### config.mk
export PLATFORM = sky130hd
export DESIGN_NAME = file_extension_matcher_core_flat
export DESIGN_NICKNAME = d
export VERILOG_FILES = /design/src/hdl/fem_pkg.sv /design/src/hdl/fem_in_if.sv /design/src/hdl/fem_out_if.sv /design/src/hdl/fem_ext_track.sv /design/src/hdl/fem_ext_match.sv /design/src/hdl/file_extension_matcher_core.sv /design/src/flat_wrapper.sv
export SDC_FILE = /design/constraint.sdc
export NUM_CORES = 1
export LEC_CHECK = 0
export BUFFER_PORTS_ARGS = -buffer_cell sky130_fd_sc_hd__clkbuf_2
export CELL_PAD_IN_SITES_DETAIL_PLACEMENT = 1
export CELL_PAD_IN_SITES_GLOBAL_PLACEMENT = 2
export CORE_UTILIZATION = 36
export DETAILED_ROUTE_END_ITERATION = 7
export GPL_TIMING_DRIVEN = 0
export PLACE_DENSITY_LB_ADDON = 0.12
export SYNTH_ARGS = -nofsm -noshare
export SYNTH_HDL_FRONTEND = slang
export SYNTH_SLANG_ARGS = --single-unit
### constraint.sdc
create_clock -name clk -period 2.9 [get_ports clk]
set_input_delay 0.29 -clock clk [delete_from_list [all_inputs] [get_ports clk]]
set_output_delay 0.29 -clock clk [all_outputs]
set_load 0.1 [all_outputs]
### src/hdl/fem_pkg.sv
// Shared types, constants and the extension table of the file extension matcher.
// No dependencies; the tracker, the matcher and the top level import this package.
package fem_pkg;

	localparam int MAX_EXT_CHARS_DEF     = 8;
	localparam int EXT_TABLE_ENTRIES_DEF = 25;
	localparam int TABLE_SLOTS           = 32;
	localparam int ENTRY_BYTES           = 8;
	localparam int TABLE_IDX_W           = $clog2(TABLE_SLOTS);
	localparam int ENTRY_LEN_W           = $clog2(ENTRY_BYTES + 1);

	localparam logic [7:0] CHAR_DOT     = 8'h2e;
	localparam logic [7:0] CHAR_UPPER_A = 8'h41;
	localparam logic [7:0] CHAR_UPPER_Z = 8'h5a;
	localparam logic [7:0] CASE_OFFSET  = 8'h20;

	// Byte 0 of an entry sits in text[7:0]; bytes past len are zero.
	typedef struct packed {
		logic [ENTRY_LEN_W-1:0]   len;
		logic [ENTRY_BYTES*8-1:0] text;
	} ext_entry_t;

	// Per-item control from the input stage to the extension tracker.
	typedef struct packed {
		logic step;
		logic last;
	} track_ctl_t;

	// Text literals are written with the last character first, so that the
	// first character lands in the low byte.
	function automatic ext_entry_t fem_entry(input logic [TABLE_IDX_W-1:0] idx);
		ext_entry_t e;
		e = '0;
		unique case (idx)
			5'd0:  e = '{len: 4'd3, text: {40'h0, "slx"}};
			5'd1:  e = '{len: 4'd4, text: {32'h0, "xslx"}};
			5'd2:  e = '{len: 4'd3, text: {40'h0, "cod"}};
			5'd3:  e = '{len: 4'd4, text: {32'h0, "xcod"}};
			5'd4:  e = '{len: 4'd3, text: {40'h0, "tpp"}};
			5'd5:  e = '{len: 4'd4, text: {32'h0, "xtpp"}};
			5'd6:  e = '{len: 4'd3, text: {40'h0, "fdp"}};
			5'd7:  e = '{len: 4'd3, text: {40'h0, "gpj"}};
			5'd8:  e = '{len: 4'd4, text: {32'h0, "gepj"}};
			5'd9:  e = '{len: 4'd3, text: {40'h0, "piz"}};
			5'd10: e = '{len: 4'd3, text: {40'h0, "4pm"}};
			5'd11: e = '{len: 4'd3, text: {40'h0, "txt"}};
			5'd12: e = '{len: 4'd3, text: {40'h0, "dsa"}};
			5'd13: e = '{len: 4'd4, text: {32'h0, "malx"}};
			5'd14: e = '{len: 4'd3, text: {40'h0, "mth"}};
			5'd15: e = '{len: 4'd4, text: {32'h0, "lmth"}};
			5'd16: e = '{len: 4'd3, text: {40'h0, "thm"}};
			5'd17: e = '{len: 4'd3, text: {40'h0, "lme"}};
			5'd18: e = '{len: 4'd3, text: {40'h0, "gsm"}};
			5'd19: e = '{len: 4'd3, text: {40'h0, "pwh"}};
			5'd20: e = '{len: 4'd3, text: {40'h0, "lug"}};
			5'd21: e = '{len: 4'd3, text: {40'h0, "ftr"}};
			5'd22: e = '{len: 4'd8, text: "elgnisym"};
			5'd23: e = '{len: 4'd3, text: {40'h0, "gnp"}};
			5'd24: e = '{len: 4'd3, text: {40'h0, "fig"}};
			default: e = '0;
		endcase
		return e;
	endfunction

endpackage

### src/hdl/fem_in_if.sv
// Character request channel of the file extension matcher.
// Depends on nothing; payload widths are fixed by the character format.
interface fem_in_if;
	logic       valid;
	logic       ready;
	logic [7:0] name_char;
	logic       last_char;

	modport source (output valid, name_char, last_char, input ready);
	modport sink   (input valid, name_char, last_char, output ready);
endinterface

### src/hdl/fem_out_if.sv
// Result channel of the file extension matcher.
// Depends on nothing; one request per file name.
interface fem_out_if;
	logic valid;
	logic ready;
	logic dot_found;
	logic is_interested;

	modport source (output valid, dot_found, is_interested, input ready);
	modport sink   (input valid, dot_found, is_interested, output ready);
endinterface

### src/hdl/fem_ext_track.sv
// Extension tracker: holds the folded characters after the latest dot.
// Depends on fem_pkg.
module fem_ext_track #(
	parameter int MAX_EXT_CHARS = fem_pkg::MAX_EXT_CHARS_DEF,
	parameter int CNT_W         = $clog2(MAX_EXT_CHARS + 2)
) (
	input  logic                       clk,
	input  logic                       arst_n,
	input  fem_pkg::track_ctl_t        ctl,
	input  logic [7:0]                 ch,
	output logic [MAX_EXT_CHARS*8-1:0] nxt_chars,
	output logic [CNT_W-1:0]           nxt_count,
	output logic                       nxt_dot
);
	import fem_pkg::*;

	localparam logic [CNT_W-1:0] CNT_MAX  = CNT_W'(MAX_EXT_CHARS);
	localparam logic [CNT_W-1:0] CNT_OVER = CNT_W'(MAX_EXT_CHARS + 1);

	logic [MAX_EXT_CHARS*8-1:0] ext_chars_q;
	logic [CNT_W-1:0]           ext_count_q;
	logic                       seen_dot_q;
	logic [7:0]                 folded;

	// Fold ASCII upper case only.
	assign folded = (ch >= CHAR_UPPER_A && ch <= CHAR_UPPER_Z) ? ch + CASE_OFFSET : ch;

	always_comb begin
		nxt_chars = ext_chars_q;
		nxt_count = ext_count_q;
		nxt_dot   = seen_dot_q;
		if (ch == CHAR_DOT) begin
			nxt_chars = '0;
			nxt_count = '0;
			nxt_dot   = 1'b1;
		end else if (ext_count_q < CNT_MAX) begin
			for (int k = 0; k < MAX_EXT_CHARS; k++) begin
				if (ext_count_q == CNT_W'(k)) begin
					nxt_chars[k*8 +: 8] = folded;
				end
			end
			nxt_count = ext_count_q + CNT_W'(1);
		end else begin
			// Too long to match: saturate, drop the character.
			nxt_count = CNT_OVER;
		end
	end

	always_ff @(posedge clk or negedge arst_n) begin
		if (!arst_n) begin
			ext_chars_q <= '0;
			ext_count_q <= '0;
			seen_dot_q  <= 1'b0;
		end else if (ctl.step) begin
			if (ctl.last) begin
				ext_chars_q <= '0;
				ext_count_q <= '0;
				seen_dot_q  <= 1'b0;
			end else begin
				ext_chars_q <= nxt_chars;
				ext_count_q <= nxt_count;
				seen_dot_q  <= nxt_dot;
			end
		end
	end
endmodule

### src/hdl/fem_ext_match.sv
// Table matcher: compares a folded extension with every table entry at once.
// Depends on fem_pkg (entry table).
module fem_ext_match #(
	parameter int MAX_EXT_CHARS     = fem_pkg::MAX_EXT_CHARS_DEF,
	parameter int EXT_TABLE_ENTRIES = fem_pkg::EXT_TABLE_ENTRIES_DEF,
	parameter int CNT_W             = $clog2(MAX_EXT_CHARS + 2)
) (
	input  logic [MAX_EXT_CHARS*8-1:0] chars,
	input  logic [CNT_W-1:0]           count,
	output logic                       hit
);
	import fem_pkg::*;

	ext_entry_t e;

	// Bytes past the count are always zero, so the low entry bytes and the
	// length settle the match.
	always_comb begin
		hit = 1'b0;
		e   = '0;
		for (int i = 0; i < TABLE_SLOTS; i++) begin
			e = fem_entry(TABLE_IDX_W'(i));
			if (i < EXT_TABLE_ENTRIES && count != '0
					&& count == CNT_W'(e.len)
					&& chars[ENTRY_BYTES*8-1:0] == e.text) begin
				hit = 1'b1;
			end
		end
	end
endmodule

### src/hdl/file_extension_matcher_core.sv
// Top level of the file extension matcher: input stage, tracker, matcher, result register.
// Depends on fem_pkg, fem_in_if, fem_out_if, fem_ext_track, fem_ext_match.
//
//  channel | modport          | payload                    | requests
//  --------+------------------+----------------------------+----------------------------
//  chars   | fem_in_if.sink   | name_char[7:0], last_char  | one per character of a name
//  result  | fem_out_if.source| dot_found, is_interested   | one per name, on last_char
//
// Flow: one character a cycle sustained while no last character waits behind a
// held result; a request passes the input stage register, then the tracker update
// and table compare, and a last character's result is loaded into the result register as it leaves the stage.
// Reset: arst_n clears the extension state and both valid flags at once.
// Stalls: a held result blocks only a last character waiting behind it;
// other characters keep flowing, and chars.ready drops only when the result
// register and the input stage both hold a finished name.
module file_extension_matcher_core #(
	parameter int MAX_EXT_CHARS     = fem_pkg::MAX_EXT_CHARS_DEF,
	parameter int EXT_TABLE_ENTRIES = fem_pkg::EXT_TABLE_ENTRIES_DEF
) (
	input logic       clk,
	input logic       arst_n,
	fem_in_if.sink    chars,
	fem_out_if.source result
);
	import fem_pkg::*;

	localparam int CNT_W = $clog2(MAX_EXT_CHARS + 2);

	// Input stage.
	logic       valid_s1;
	logic [7:0] char_s1;
	logic       last_s1;

	// Result register.
	logic       out_valid_q;
	logic       dot_found_q;
	logic       is_interested_q;

	logic                       out_free;
	logic                       go_s1;
	track_ctl_t                 ctl;
	logic [MAX_EXT_CHARS*8-1:0] nxt_chars;
	logic [CNT_W-1:0]           nxt_count;
	logic                       nxt_dot;
	logic                       hit;

	// A non-last character never needs the result register, so it always
	// advances; a last character waits until the result slot frees up.
	assign out_free    = !out_valid_q || result.ready;
	assign go_s1       = valid_s1 && (!last_s1 || out_free);
	assign chars.ready = !valid_s1 || go_s1;

	assign ctl.step = go_s1;
	assign ctl.last = last_s1;

	always_ff @(posedge clk or negedge arst_n) begin
		if (!arst_n) begin
			valid_s1 <= 1'b0;
		end else if (chars.ready) begin
			valid_s1 <= chars.valid;
		end
	end

	// Hold the payload while the stage stalls.
	always_ff @(posedge clk) begin
		if (chars.valid && chars.ready) begin
			char_s1 <= chars.name_char;
			last_s1 <= chars.last_char;
		end
	end

	fem_ext_track #(
		.MAX_EXT_CHARS (MAX_EXT_CHARS),
		.CNT_W         (CNT_W)
	) u_track (
		.clk       (clk),
		.arst_n    (arst_n),
		.ctl       (ctl),
		.ch        (char_s1),
		.nxt_chars (nxt_chars),
		.nxt_count (nxt_count),
		.nxt_dot   (nxt_dot)
	);

	fem_ext_match #(
		.MAX_EXT_CHARS     (MAX_EXT_CHARS),
		.EXT_TABLE_ENTRIES (EXT_TABLE_ENTRIES),
		.CNT_W             (CNT_W)
	) u_match (
		.chars (nxt_chars),
		.count (nxt_count),
		.hit   (hit)
	);

	// Load a result on the last character; drop it once taken.
	always_ff @(posedge clk or negedge arst_n) begin
		if (!arst_n) begin
			out_valid_q <= 1'b0;
		end else if (go_s1 && last_s1) begin
			out_valid_q <= 1'b1;
		end else if (result.ready) begin
			out_valid_q <= 1'b0;
		end
	end

	always_ff @(posedge clk) begin
		if (go_s1 && last_s1) begin
			dot_found_q     <= nxt_dot;
			is_interested_q <= nxt_dot && hit;
		end
	end

	assign result.valid         = out_valid_q;
	assign result.dot_found     = dot_found_q;
	assign result.is_interested = is_interested_q;
endmodule

### src/flat_wrapper.sv
// flat-port wrapper written by rule: the top's interface ports become plain ports
module file_extension_matcher_core_flat import fem_pkg::*;
#(
	parameter int MAX_EXT_CHARS     = fem_pkg::MAX_EXT_CHARS_DEF,
	parameter int EXT_TABLE_ENTRIES = fem_pkg::EXT_TABLE_ENTRIES_DEF
)
  (clk, arst_n, chars_valid, chars_name_char, chars_last_char, chars_ready, result_valid, result_dot_found, result_is_interested, result_ready);
  fem_in_if chars_i ();
  fem_out_if result_i ();
  input logic clk;
  input logic arst_n;
  input wire logic [$bits(chars_i.valid)-1:0] chars_valid;
  input wire logic [$bits(chars_i.name_char)-1:0] chars_name_char;
  input wire logic [$bits(chars_i.last_char)-1:0] chars_last_char;
  output wire logic [$bits(chars_i.ready)-1:0] chars_ready;
  output wire logic [$bits(result_i.valid)-1:0] result_valid;
  output wire logic [$bits(result_i.dot_found)-1:0] result_dot_found;
  output wire logic [$bits(result_i.is_interested)-1:0] result_is_interested;
  input wire logic [$bits(result_i.ready)-1:0] result_ready;
  assign chars_i.valid = chars_valid;
  assign chars_i.name_char = chars_name_char;
  assign chars_i.last_char = chars_last_char;
  assign chars_ready = chars_i.ready;
  assign result_valid = result_i.valid;
  assign result_dot_found = result_i.dot_found;
  assign result_is_interested = result_i.is_interested;
  assign result_i.ready = result_ready;
  file_extension_matcher_core #(.MAX_EXT_CHARS(MAX_EXT_CHARS), .EXT_TABLE_ENTRIES(EXT_TABLE_ENTRIES)) u_core (.clk(clk), .arst_n(arst_n), .chars(chars_i), .result(result_i));
endmodule
==> flow_summary_export.csv <==
group,metric,value,unit
drt,vias_per_cell,6.36,
final_layout,fin_nets,617,
sta,min_period_over_period,113,%
clocking,clock_latency,360,ps
drt,vias,4985,
sta,min_period,3280,ps
clocking,clk_pin_slew,70,ps
placed_design,gp_congestion,0.872,
floorplan,io_pins,17,
clocking,cts_sinks,82,
yosys,synth_top_area_share,34.8,%
setup_path,worstSetupStartpointType,"flop",
final_layout,multi_input_area,3110,um^2
outcome,violations,"negative setup slack",
grt,antenna_found_initial,0,
yosys,ys_seq_area_share,41.3,%
yosys,netlist_top_cells_area,"dfrtp_1, a22o_1, edfxtp_1",
clocking,cts_tree,"done",
setup_path,end_kind,"flop",
sta,rsz0062_at_grt,"yes",
job,cap_violations,0,
yosys,synth_fp_nets,569,
sta,final-setup-viol-count,1,
sta,clock_skew,13.0,ps
yosys,synth.avg_cell_area,9.26,um^2
yosys,yosys_register_bits,82,
drt,first_pass_iters,5,
placed_design,dp_hpwl,14.4,mm
floorplan,rows,43,
drt,remaining_drc_errors,0,
grt,grt_pass1_vias,5302,
sta,hold_viol_final,0,
sta,max_freq,305,MHz
power_and_ir_drop,p_per_area,611,nW/um^2
final_layout,diodes,0,
yosys,ys.flop_type,"dfrtp_1",
sta,maxSlewViolCount,0,
power_and_ir_drop,p_leak,0.00257,uW
drt,ant_nets,0,
sta,setup_ws,-377,ps
yosys,synthArstFlopShare,86.6,%
yosys,yosysMostFrequentCell,"dfrtp_1",
final_layout,nFillCells,1573,
clocking,htreeDepth,3,
clocking,cts_made_buffers,9,
yosys,synth_cells,551,
clocking,root_buffer,"clkbuf_16",
final_layout,regArea,2110,um^2
final_layout,syn2layout_area_growth,24.4,%
outcome,outcome,"finished with violations",
drt,wl_per_cell,26.3,um
clocking,cts_buffer_depth,2,
yosys,synth_commonest_cells,"dfrtp_1, a22o_1, nor2_1",
floorplan,core,13900,um^2
grt,grt_pass1_wl,31.8,mm
yosys,yosysUniqueCellTypes,68,
hold_path,hp-class,"input port to flop",
yosys,synth_edf_count,11,
yosys,yosysTopAreaCell,"dfrtp_1",
sta,worst_pin_slew,907,ps
sta,max_slew_margin,39.5,%
grt,grt_usage,29.5,%
setup_path,required,3080,ps
final_layout,stdcell_count,784,
sta,setup_tns,-377,ps
placed_design,placed_cells,748,
grt,grt_max_degree,59,
setup_path,worstPathArrival,3460,ps
setup_path,crit_type,"flop to flop",
final_layout,drive_gt1_share,24.7,%
floorplan,die-height,121,um
floorplan,die-area,14700,um^2
yosys,ys_warn_count,0,
drt,drt_iter0_markers,421,
placed_design,place_worst_setup_slack,-915,ps
placed_design,io_buffers,16,
drt,routed_wl,20.6,mm
setup_path,critical_path.max_fanout,7,
grt,grt_overflow,0,
floorplan,die_w,121,um
yosys,syn-cell-area,5100,um^2
floorplan,initial_core_util,36.8,%
power_and_ir_drop,vdd.ir_drop.worst,0.303,mV
## worst max-delay path, stage by stage (launching register included)
cell      delay [ps]
dfrtp_2          440
inv_4            100
ha_4             150
or3b_4           390
buf_8            150
mux2i_1          120
nor3_2           300
nor3b_4          290
or4b_4           530
nand4b_1         270
nor2_2           170
a211oi_2          60
o32ai_2          110
## path summary, 6_finish.rpt
| path | startpoint | endpoint | slack (ps) | depth (start not counted) |
|---|---|---|---|---|
| max | u_core.u_track.ext_count_q[0] | u_core.result.is_interested | -380 | 12 |
| min | chars_last_char | u_core.last_s1 | 110 | 1 |
| max reg2reg | u_core.u_track.ext_count_q[0] | u_core.result.is_interested | -380 | 12 |
| min reg2reg | u_core.u_track.ext_chars_q[13] | u_core.u_track.ext_chars_q[13] | 490 | 2 |
| max in group asynchronous | arst_n | u_core.u_track.ext_chars_q[2] | 1950 | 3 |
| min in group asynchronous | arst_n | u_core.u_track.ext_count_q[3] | 380 | 2 |
## cell type report
cell class,count,area share (%)
repair buffers,38,4.71
clock inverters,3,0.788
multi-input cells,421,49.0
plain buffers,36,3.43
clock buffers,13,4.61
inverters,11,0.729
flip-flops and latches,82,33.2
well taps,180,3.55
## through the flow
step                utilization, %  cell area, um^2  hold slack (ps)  total power (uW)
CTS                           44.7             6210              106              3840
floorplan                        -             5180            -5.59              1990
finish                        45.8             6350              106              3880
global route                  45.8             6350              110              4020
global placement              39.5             5490              463              2340
detailed placement            39.8             5520              208              2350
## metal layers
layer	vias up	global-route usage [%]	part of all wire, %
met2	153	47.9	48
met4	0	12.9	3.5
met5	-	0	0
li1	2230	-	-
met1	2553	38.7	44
met3	49	4.79	4.2
## power breakdown
part	leakage (uW)	internal, uW	total, uW	switching, uW
clock	0.000168	804	1310	503
combinational	0.00133	477	1220	738
sequential	0.00108	1250	1360	105
## timing repair
action	in CTS	in global routing
hold buffers	1	0
setup buffers	14	5
pin swaps	13	7
hold endpoints to repair	13	0
gates cloned	1	0
gates resized for setup	57	33
setup endpoints to repair	58	18
## sequential cells by signal, indices dropped and copies added, names as in the netlist
name and count:
u_core.u_track.ext_chars_q 64, u_core.char_s1 8, u_core.u_track.ext_count_q 4, u_core.last_s1 1, u_core.result.dot_found 1, u_core.result.is_interested 1, u_core.result.valid 1, u_core.u_track.seen_dot_q 1
u_core.valid_s1 1
## kinds of logic (layout without fill, tap and decap cells)
logic type	count (synthesis)	after routing	synth area share (%)
AOI/OAI and AO/OA	175	175	25.3
and+or+nand+nor	225	225	24.6
DFF	82	82	41.3
adders and majority gates	5	5	1.23
muxes	15	15	3.31
buffers and inverters	48	101	4.09
xor gates and xnor gates	1	1	0.172
## cell usage in the layout (no fill, tap or decap), types with 11 or more instances in the layout
cell type / n
clkbuf_2: 21
edfxtp_1: 11
nor3_1: 24
o21ai_1: 12
nand2_1: 34
nor2_1: 50
clkbuf_1: 11
clkbuf_16: 11
o21ai_0: 28
nand3_1: 11
a22o_1: 60
nor4_1: 11
a21oi_1: 11
dfrtp_1: 68
buf_4: 23
(Power assumes the default switching activity.)
